[src/sv/drsc_pkg.sv]
`timescale 1ns / 1ps
// ----------------------------------------------------------------------------
// drsc_pkg - dual rate sample capture shared definitions
// Field widths, register indexes, reset values and the result beat type.
// ----------------------------------------------------------------------------
package drsc_pkg;

  localparam int IDX_W      = 11;
  localparam int SAMPLE_W   = 16;
  localparam int PHASE_W    = 8;
  localparam int CFG_DATA_W = 11;
  localparam int CFG_IDX_W  = 2;

  localparam int BUFFER_DEPTH_DEF = 2048;

  localparam logic [CFG_IDX_W-1:0] CFG_CH1_LENGTH  = 2'd0;
  localparam logic [CFG_IDX_W-1:0] CFG_CH23_LENGTH = 2'd1;
  localparam logic [CFG_IDX_W-1:0] CFG_DECIM_RATIO = 2'd2;

  localparam logic [IDX_W-1:0]   CH1_LENGTH_RST  = 11'd1000;
  localparam logic [IDX_W-1:0]   CH23_LENGTH_RST = 11'd1000;
  localparam logic [PHASE_W-1:0] DECIM_RATIO_RST = 8'd1;

  typedef struct packed {
    logic [IDX_W-1:0]    ch1_addr;
    logic [SAMPLE_W-1:0] ch1_data;
    logic [IDX_W-1:0]    slow_addr;
    logic [SAMPLE_W-1:0] ch2_data;
    logic [SAMPLE_W-1:0] ch3_data;
    logic                ch1_full;
    logic                block_done;
  } res_t;

endpackage

[src/sv/drsc_idx.sv]
`timescale 1ns / 1ps
// ----------------------------------------------------------------------------
// drsc_idx - configuration registers and capture index state
// Holds the fast and slow indices and the decimation phase, and forms the
// write command for each accepted tick.
// ----------------------------------------------------------------------------
module drsc_idx #(
  parameter int BUFFER_DEPTH = drsc_pkg::BUFFER_DEPTH_DEF
) (
  input  logic                                clk,
  input  logic                                rst_n,
  input  logic                                cfg_we,
  input  logic [drsc_pkg::CFG_IDX_W-1:0]      cfg_index,
  input  logic [drsc_pkg::CFG_DATA_W-1:0]     cfg_data,
  input  logic                                fire,
  input  logic [drsc_pkg::SAMPLE_W-1:0]       ch1_sample,
  input  logic [drsc_pkg::SAMPLE_W-1:0]       ch2_sample,
  input  logic [drsc_pkg::SAMPLE_W-1:0]       ch3_sample,
  output drsc_pkg::res_t                      res
);

  localparam int IW      = drsc_pkg::IDX_W;
  localparam int PW      = drsc_pkg::PHASE_W;
  localparam int CAP_INT = ((BUFFER_DEPTH - 1) > ((1 << IW) - 1)) ?
                           ((1 << IW) - 1) : (BUFFER_DEPTH - 1);
  localparam logic [IW-1:0] IDX_CAP = IW'(CAP_INT);

  logic [IW-1:0] ch1_len_r, ch23_len_r;
  logic [PW-1:0] ratio_r;
  logic [IW-1:0] fast_r, fast_nxt, slow_r, slow_nxt;
  logic [PW-1:0] phase_r, phase_nxt;

  logic [PW-1:0] ratio_eff;
  logic [PW:0]   phase_p1;
  logic          slow_step;
  logic [IW-1:0] fast_upd, slow_upd;
  logic          full, done;

  always_ff @(posedge clk) begin
    if (!rst_n) begin
      ch1_len_r  <= drsc_pkg::CH1_LENGTH_RST;
      ch23_len_r <= drsc_pkg::CH23_LENGTH_RST;
      ratio_r    <= drsc_pkg::DECIM_RATIO_RST;
    end else if (cfg_we) begin
      case (cfg_index)
        drsc_pkg::CFG_CH1_LENGTH:  ch1_len_r  <= cfg_data;
        drsc_pkg::CFG_CH23_LENGTH: ch23_len_r <= cfg_data;
        drsc_pkg::CFG_DECIM_RATIO: ratio_r    <= cfg_data[PW-1:0];
        default: ;
      endcase
    end
  end

  always_comb begin
    // treat a zero ratio as one
    ratio_eff = (ratio_r == '0) ? PW'(1) : ratio_r;
    phase_p1  = {1'b0, phase_r} + (PW+1)'(1);
    // a lowered ratio still steps at once rather than letting the phase wrap
    slow_step = (phase_p1 >= {1'b0, ratio_eff});

    fast_upd = ((fast_r <= ch1_len_r) && (fast_r < IDX_CAP)) ? fast_r + IW'(1) : fast_r;
    slow_upd = (slow_step && (slow_r < IDX_CAP)) ? slow_r + IW'(1) : slow_r;

    full = (fast_upd > ch1_len_r);
    done = (slow_upd > ch23_len_r);

    fast_nxt  = fast_r;
    slow_nxt  = slow_r;
    phase_nxt = phase_r;
    if (fire) begin
      if (done) begin
        fast_nxt  = '0;
        slow_nxt  = '0;
        phase_nxt = '0;
      end else begin
        fast_nxt  = fast_upd;
        slow_nxt  = slow_upd;
        phase_nxt = slow_step ? '0 : phase_p1[PW-1:0];
      end
    end

    res.ch1_addr   = fast_r;
    res.ch1_data   = ch1_sample;
    res.slow_addr  = slow_r;
    res.ch2_data   = ch2_sample;
    res.ch3_data   = ch3_sample;
    res.ch1_full   = full;
    res.block_done = done;
  end

  always_ff @(posedge clk) begin
    if (!rst_n) begin
      fast_r  <= '0;
      slow_r  <= '0;
      phase_r <= '0;
    end else begin
      fast_r  <= fast_nxt;
      slow_r  <= slow_nxt;
      phase_r <= phase_nxt;
    end
  end

  a_done_clears: assert property (@(posedge clk) disable iff (!rst_n)
    (fire && done) |=> (fast_r == '0 && slow_r == '0 && phase_r == '0))
    else $error("block completion did not clear the index state");

  a_fast_capped: assert property (@(posedge clk) disable iff (!rst_n)
    fast_r <= IDX_CAP)
    else $error("fast index beyond buffer ceiling");

  a_slow_capped: assert property (@(posedge clk) disable iff (!rst_n)
    slow_r <= IDX_CAP)
    else $error("slow index beyond buffer ceiling");

endmodule

[src/sv/drsc_skid.sv]
`timescale 1ns / 1ps
// ----------------------------------------------------------------------------
// drsc_skid - result register with skid stage
// Registers each result beat and parks one extra beat while the sink stalls,
// so the input stall is a plain register.
// ----------------------------------------------------------------------------
module drsc_skid (
  input  logic           clk,
  input  logic           rst_n,
  input  logic           fire,
  input  drsc_pkg::res_t res,
  output logic           up_stall,
  output logic           out_valid,
  input  logic           out_stall,
  output drsc_pkg::res_t out_res
);

  logic           out_valid_r, out_valid_nxt;
  logic           skid_valid_r, skid_valid_nxt;
  drsc_pkg::res_t out_res_r, out_res_nxt;
  drsc_pkg::res_t skid_res_r, skid_res_nxt;
  logic           out_free;

  always_comb begin
    out_free       = !out_valid_r || !out_stall;
    out_valid_nxt  = out_valid_r;
    skid_valid_nxt = skid_valid_r;
    out_res_nxt    = out_res_r;
    skid_res_nxt   = skid_res_r;
    if (out_free) begin
      // drain the skid beat first, otherwise take the new beat
      out_valid_nxt  = skid_valid_r || fire;
      out_res_nxt    = skid_valid_r ? skid_res_r : res;
      skid_valid_nxt = 1'b0;
    end else if (fire) begin
      skid_valid_nxt = 1'b1;
      skid_res_nxt   = res;
    end
  end

  always_ff @(posedge clk) begin
    if (!rst_n) begin
      out_valid_r  <= 1'b0;
      skid_valid_r <= 1'b0;
    end else begin
      out_valid_r  <= out_valid_nxt;
      skid_valid_r <= skid_valid_nxt;
    end
  end

  always_ff @(posedge clk) begin
    out_res_r  <= out_res_nxt;
    skid_res_r <= skid_res_nxt;
  end

  assign up_stall  = skid_valid_r;
  assign out_valid = out_valid_r;
  assign out_res   = out_res_r;

  a_skid_behind_out: assert property (@(posedge clk) disable iff (!rst_n)
    skid_valid_r |-> out_valid_r)
    else $error("skid beat held with empty result register");

  a_skid_drains: assert property (@(posedge clk) disable iff (!rst_n)
    (skid_valid_r && !out_stall) |=> (!skid_valid_r && out_valid_r))
    else $error("skid beat not moved on after result taken");

  a_no_fire_when_full: assert property (@(posedge clk) disable iff (!rst_n)
    skid_valid_r |-> !fire)
    else $error("beat accepted with skid stage occupied");

endmodule

[src/sv/dual_rate_sample_capture_core.sv]
`timescale 1ns / 1ps
// ----------------------------------------------------------------------------
// dual_rate_sample_capture_core - dual rate sample capture, top level
//
//   channel  | handshake            | beat contents
//   ---------+----------------------+------------------------------------------
//   in_      | in_valid / in_stall  | three 16-bit channel samples of one tick
//   out_     | out_valid / out_stall| buffer write command for that tick
//   cfg_     | cfg_we               | cfg_index selects register, cfg_data value
//
// One tick is accepted per clock while in_stall is low; its command is
// registered in the result register. Index update is a combinational
// compare and increment in the index unit. Reset (rst_n low, synchronous)
// clears indices and phase and loads register defaults. A stalled sink is
// absorbed by a one-beat skid stage; in_stall rises only once it is occupied.
// ----------------------------------------------------------------------------
module dual_rate_sample_capture_core #(
  parameter int BUFFER_DEPTH = drsc_pkg::BUFFER_DEPTH_DEF
) (
  input  logic                              clk,
  input  logic                              rst_n,
  input  logic                              cfg_we,
  input  logic [drsc_pkg::CFG_IDX_W-1:0]    cfg_index,
  input  logic [drsc_pkg::CFG_DATA_W-1:0]   cfg_data,
  input  logic                              in_valid,
  output logic                              in_stall,
  input  logic [drsc_pkg::SAMPLE_W-1:0]     in_ch1_sample,
  input  logic [drsc_pkg::SAMPLE_W-1:0]     in_ch2_sample,
  input  logic [drsc_pkg::SAMPLE_W-1:0]     in_ch3_sample,
  output logic                              out_valid,
  input  logic                              out_stall,
  output logic [drsc_pkg::IDX_W-1:0]        out_ch1_addr,
  output logic [drsc_pkg::SAMPLE_W-1:0]     out_ch1_data,
  output logic [drsc_pkg::IDX_W-1:0]        out_slow_addr,
  output logic [drsc_pkg::SAMPLE_W-1:0]     out_ch2_data,
  output logic [drsc_pkg::SAMPLE_W-1:0]     out_ch3_data,
  output logic                              out_ch1_full,
  output logic                              out_block_done
);

  logic           fire;
  drsc_pkg::res_t res;
  drsc_pkg::res_t out_res;

  assign fire = in_valid && !in_stall;

  drsc_idx #(
    .BUFFER_DEPTH(BUFFER_DEPTH)
  ) u_idx (
    .clk        (clk),
    .rst_n      (rst_n),
    .cfg_we     (cfg_we),
    .cfg_index  (cfg_index),
    .cfg_data   (cfg_data),
    .fire       (fire),
    .ch1_sample (in_ch1_sample),
    .ch2_sample (in_ch2_sample),
    .ch3_sample (in_ch3_sample),
    .res        (res)
  );

  drsc_skid u_skid (
    .clk       (clk),
    .rst_n     (rst_n),
    .fire      (fire),
    .res       (res),
    .up_stall  (in_stall),
    .out_valid (out_valid),
    .out_stall (out_stall),
    .out_res   (out_res)
  );

  assign out_ch1_addr   = out_res.ch1_addr;
  assign out_ch1_data   = out_res.ch1_data;
  assign out_slow_addr  = out_res.slow_addr;
  assign out_ch2_data   = out_res.ch2_data;
  assign out_ch3_data   = out_res.ch3_data;
  assign out_ch1_full   = out_res.ch1_full;
  assign out_block_done = out_res.block_done;

endmodule

[config.mk]
export PLATFORM = sky130hd
export DESIGN_NAME = dual_rate_sample_capture_core
export DESIGN_NICKNAME = d
export VERILOG_FILES = /design/src/sv/drsc_pkg.sv /design/src/sv/drsc_idx.sv /design/src/sv/drsc_skid.sv /design/src/sv/dual_rate_sample_capture_core.sv
export SDC_FILE = /design/constraint.sdc
export NUM_CORES = 1
export LEC_CHECK = 0
export BUFFER_PORTS_ARGS = -buffer_cell sky130_fd_sc_hd__buf_2
export CAP_MARGIN = 10
export CORE_MARGIN = 2
export CORE_UTILIZATION = 45
export CTS_CLUSTER_DIAMETER = 40
export CTS_CLUSTER_SIZE = 10
export DETAILED_ROUTE_END_ITERATION = 8
export PLACE_DENSITY = 0.64
export SYNTH_ARGS = -nofsm -noshare
export SYNTH_HDL_FRONTEND = slang
export SYNTH_SLANG_ARGS = --single-unit
[constraint.sdc]
create_clock -name clk -period 6.2 [get_ports clk]
set_input_delay 0.62 -clock clk [delete_from_list [all_inputs] [get_ports clk]]
set_output_delay 0.62 -clock clk [all_outputs]
set_load 0.03 [all_outputs]
# Word-level counts from Yosys, hierarchy flattened
# Cells that the tools add are included.
# totals
register_bits,206
out_inout_bits,74
elab_cells,58
input_bits,66
# classes
n_reduce_logical,15
mux,8
magnitude_cmp,6
n_addsub,3
n_eq_ne,2
bitwise,2
# ops
operator,n
72-bit 2-to-1 mux,1
11-bit 2-to-1 mux,4
8-bit 2-to-1 mux,3
11-bit by 1-bit adder with 11-bit output (second input constant),2
11-bit greater-than comparator,2
11-bit less-than comparator (second input constant),2
11-bit <= comparator,1
8-bit by 1-bit adder with 9-bit output (second input constant),1
9-bit by 8-bit >= comparator with 1-bit output,1
8-bit logical NOT,1
2-bit AND reduction,4
1-bit logical AND,3
1-bit logical NOT,3
2-bit by 1-bit == test with 1-bit output (second input constant),1
2-bit == test (second input constant),1
2-bit logical NOT,1
1-bit logical OR,2
1-bit NOT,2
2-bit OR reduction,1

# Logic depth before layout (Yosys ltp)
# logic_depth
ltp_word,7
ltp_mapped,20
depth_no_buf,18

# By module
# From an unflattened synthesis, not the netlist that was laid out.
# hier_totals
cells_unflattened,757
hier_area_um2,9997.1
# modules_own_cells
mod,cells_per_inst,seq_area_each_um2,area_each_um2,n_inst
drsc_skid,231,4364.2,5621.6,1
drsc_idx,525,1201.2,4361.7,1
dual_rate_sample_capture_core,1,0.0,13.8,1

# Worst setup path before layout
# OpenSTA, ideal clock, no wires.
# synth_path
path_kind,in2reg
startpoint,input port out_stall
endpoint,register u_skid.skid_res_r[0] in the netlist's numbering (enable)
t_required_ns,5.697
arrival_ns,5.467
setup_time_ns,0.503
slack_ns,0.230
stages,2
n_path_buf,0
path_cell_list,nand2_1 -> nor2_1
# synth_via
elab_chain_len,4
# synth_rtl
element,line,text
start: declaration,dual_rate_sample_capture_core.sv:31,"input logic out_stall,"
1-bit logical NOT,drsc_skid.sv:25,out_free = !out_valid_r || !out_stall;
1-bit logical OR,drsc_skid.sv:25,
1-bit NOT (no source line),n/a,
2-bit AND reduction (no source line),n/a,
end signal: assignment,drsc_skid.sv:53,skid_res_r <= skid_res_nxt;
end: declaration,drsc_skid.sv:21,"drsc_pkg::res_t skid_res_r, skid_res_nxt;"
# No other way between the ends.
# A chain may end at the register's enable or synchronous reset.

# Worst setup path after layout
# layout_path
startpoint,register u_idx.phase_r[0]
endpoint,register u_idx.fast_r[0]
# layout_via
elab_chain_len,6
# layout_rtl
element,line,text
start: declaration,drsc_idx.sv:31,"logic [PW-1:0] phase_r, phase_nxt;"
start signal: assignment,drsc_idx.sv:99,phase_r <= phase_nxt;
8-bit by 1-bit adder with 9-bit output,drsc_idx.sv:57,"phase_p1 = {1'b0, phase_r} + (PW+1)'(1);"
9-bit by 8-bit >= comparator with 1-bit output,drsc_idx.sv:59,"slow_step = (phase_p1 >= {1'b0, ratio_eff});"
1-bit logical AND,drsc_idx.sv:62,slow_upd = (slow_step && (slow_r < IDX_CAP)) ? slow_r + IW'(1) : slow_r;
11-bit 2-to-1 mux,drsc_idx.sv:62,
11-bit greater-than comparator,drsc_idx.sv:65,done = (slow_upd > ch23_len_r);
11-bit 2-to-1 mux,drsc_idx.sv:71,if (done) begin
end signal: assignment,drsc_idx.sv:97,fast_r <= fast_nxt;
end: declaration,drsc_idx.sv:30,"logic [IW-1:0] fast_r, fast_nxt, slow_r, slow_nxt;"
# No other way between the ends.

==> flow_metrics.env <==
export IMPL_tightest_slew_ns=1.02
export IMPL_postCtsSetupRepairBufs=0
export IMPL_worstSetupPathType="register to register"
export IMPL_vias=6276
export IMPL_route_met3_wl_mm=1.40
export IMPL_skew_ns=0.0146
export IMPL_synth_area_um2=9300
export IMPL_synth_flop_cell="edfxtp_1"
export IMPL_overflow=0
export IMPL_pwr_share_clk_pct=43.8
export IMPL_rsz0062_at_grt="false"
export IMPL_intPower_w=0.00273
export IMPL_ios=140
export IMPL_p_per_area_nw_per_um2=327
export IMPL_seqPwrFrac_pct=43.9
export IMPL_grt_max_degree=75
export IMPL_viasPerCell=5.32
export IMPL_worst_slack_ns=1.01
export IMPL_wirelength_mm=19.1
export IMPL_fin_util_pct=55.4
export IMPL_p_comb_share_pct=12.3
export IMPL_finalCritPeriodShare_pct=83.7
export IMPL_grt_pass1_wl_mm=30.3
export IMPL_ctsHoldBuffers=0
export IMPL_worstPathArrival_ns=5.64
export IMPL_fmax_mhz=193
export IMPL_clk_path_buf_depth=3
export IMPL_gp_congestion=0.856
export IMPL_synthTopCellsByArea="edfxtp_1 (46%), dfxtp_1 (13%), mux2_2 (7.6%)"
export IMPL_crit_fanout=16
export IMPL_synth_cell_type_count=68
export IMPL_power_switching_w=0.000930
export IMPL_wl_met2_mm=8.16
export IMPL_avgSynthCellArea_um2=12.5
export IMPL_syn_to_final_growth_pct=20.5
export IMPL_synth_largest_area_cell="edfxtp_1"
export IMPL_cts_root_buffer="clkbuf_16"
export IMPL_die_y_um=148
export IMPL_cts_made_buffers=31
export IMPL_slowest_stage="nand2_1"
export IMPL_top_layer="met4"
export IMPL_htreeDepth=1
export IMPL_crit_path_frequent_cell="ha_1"
export IMPL_crit_chain="ha_1, nand3_1, and2_1, or2_2, ha_1, and3_1, o2111ai_1, o211ai_1, nand2_1, or2_2, xnor2_1, ha_1, nand4_1, o21ai_1, a2111o_1, nand2_1, a21oi_1, o22ai_1"
export IMPL_hold_path_class="primary input to register"
export IMPL_finalCriticalPeriod_ns=5.19
export IMPL_place_ws_ns=1.03
export IMPL_synth_warnings=0
export IMPL_diodes=0
export IMPL_synth_edf_count=144
export IMPL_power_w=0.00366
export IMPL_first_global_vias=5872
export IMPL_drive_above_1_share_pct=29.8
export IMPL_swShare_pct=25.4
export IMPL_final_nets=998
export IMPL_drv_cap=0
export IMPL_die_w_um=148
export IMPL_drt_iter0_drc=253
export IMPL_clock_sinks=206
export IMPL_syn_instance_count=742
export IMPL_setup_viol=0
export IMPL_ctsResizeCount=0
export IMPL_grt_total_usage_pct=17.0
export IMPL_cts_tree="done"
export IMPL_m1WireLength_mm=9.19
export IMPL_peakVddDrop_mv=0.209
export IMPL_core_area_um2=20200
export IMPL_fin_tns_setup_ns=0
export IMPL_drtAntennaViolNets=0
export IMPL_dp_cells=1125
export IMPL_finalNonFillerCells=1179
export IMPL_die_area_um2=21800
export IMPL_multiInputGateArea_um2=3440
export IMPL_clkTransAtPathRegs_ns=0.05
export IMPL_syn_nets=852
export IMPL_async_reset_ff_share_pct=0
export IMPL_insertion_delay_ns=0.53
export IMPL_max_slew_margin_pct=32.1
export IMPL_ys_ff_latch=206
export IMPL_cp_required_ns=6.65
export IMPL_power_leakage_nw=4.51
export IMPL_antenna_found_initial=0
export IMPL_wl_per_cell_um=16.2
export IMPL_drcViolationCount=0
export IMPL_slew_violations=0
export IMPL_crit_path_end_kind="register"
export IMPL_start_kind="register"
export IMPL_yosysSeqAreaShare_pct=59.8
export IMPL_nFillCells=1757
export IMPL_core_rowCount=52
export IMPL_finalHoldViolCount=0
export IMPL_initial_utilization_pct=46.0
export IMPL_slowest_delay_ns=0.55
export IMPL_seq_area_um2=5570
export IMPL_synth_top_area_share_pct=46.5
export IMPL_outcome="finished clean"
export IMPL_firstDrtPassIters=4
export IMPL_dp_final_hpwl_mm=12.9
export IMPL_placement_io_buffers=139
per-stage QoR:
stage | hold WS, ns | area, um2
final | 0.276 | 11200
after global placement | 0.446 | 10200
after global routing | 0.261 | 11200
after detailed placement | 0.454 | 10200
after CTS | 0.257 | 11200
after floorplan | 0.403 | 9300
registers in the layout, summed over array words and instances (netlist names):
name	cells
u_skid.up_stall	1
u_skid.out_res	72
u_idx.phase_r	8
u_idx.fast_r	11
u_idx.ch1_len_r	11
u_skid.skid_res_r	72
u_idx.ch23_len_r	11
u_idx.ratio_r	8
u_skid.out_valid	1
u_idx.slow_r	11
cell families after synthesis:
group | after synthesis | share of synthesized area, %
flops | 206 | 59.8
fa+ha+maj | 44 | 5.92
buf+inv | 74 | 3.32
mux | 72 | 8.60
xor+xnor | 23 | 2.17
compound gates | 132 | 10.2
simple gates | 191 | 10.0
per-layer routing:
metal	vias to the layer above	GRT usage [%]
met4	0	4.23
met3	31	3.40
met2	203	25.1
li1	3066	-
met1	2976	25.6
met5	-	0
cell usage in the layout, fill, tap and decap left out, types with 6 or more instances in the layout:
cell,count
clkbuf_16,31
xor2_1,6
ha_1,44
nand4_1,10
xnor2_1,17
o211ai_1,19
nor2_1,28
buf_4,6
a31oi_1,9
nand3_1,17
inv_1,41
edfxtp_1,144
o21a_1,6
and3_1,9
nor3_1,7
dfxtp_1,61
nand2_1,81
buf_2,139
clkbuf_1,8
a21oi_1,26
mux2i_1,9
mux2_2,63
o21ai_0,22
o31a_1,7
Yosys cell counts, types with 17 or more instances:
| master | n |
|---|---|
| nor2_1 | 29 |
| mux2_2 | 63 |
| xnor2_1 | 17 |
| nand3_1 | 17 |
| ha_1 | 44 |
| o21ai_0 | 22 |
| o211ai_1 | 19 |
| edfxtp_1 | 144 |
| a21oi_1 | 26 |
| dfxtp_1 | 62 |
| inv_1 | 41 |
| nand2_1 | 82 |
| clkbuf_1 | 20 |
path summary, 6_finish.rpt:
kind,depth (start not counted),slack (ns),end,from
worst min register to register,2,0.46,u_idx.ch1_len_r[4],u_idx.ch1_len_r[4]
worst max-delay path,18,1.01,u_idx.fast_r[0],u_idx.phase_r[0]
worst min-delay path,1,0.28,u_skid.skid_res_r[56],in_ch1_sample[11]
worst max register to register,18,1.01,u_idx.fast_r[0],u_idx.phase_r[0]
critical path: cells and delay by family, from the launching register on:
family          cells  cell delay [ns]
fa+ha+maj           3             0.82
compound gates      6             1.51
simple gates        8             2.25
xor+xnor            1             0.13
flops               1             0.40
power groups by stage:
stage	Clock [W]	Combinational, W	Sequential, W
floorplan	0	0.000235	0.00171
global placement	0	0.000447	0.00163
detailed placement	0	0.000451	0.00163
CTS	0.00163	0.000453	0.00161
global route	0.00170	0.000493	0.00162
finish	0.00160	0.000450	0.00161
area by class of cell:
type | count | share of cell area (%)
flip-flops and latches | 206 | 49.7
multi-input cells | 462 | 30.7
clock buffers | 40 | 7.31
repair buffers | 145 | 6.61
well taps | 270 | 3.01
inverters | 42 | 1.41
clock inverters | 14 | 1.25
No activity file was read; power rests on OpenSTA's default activity.
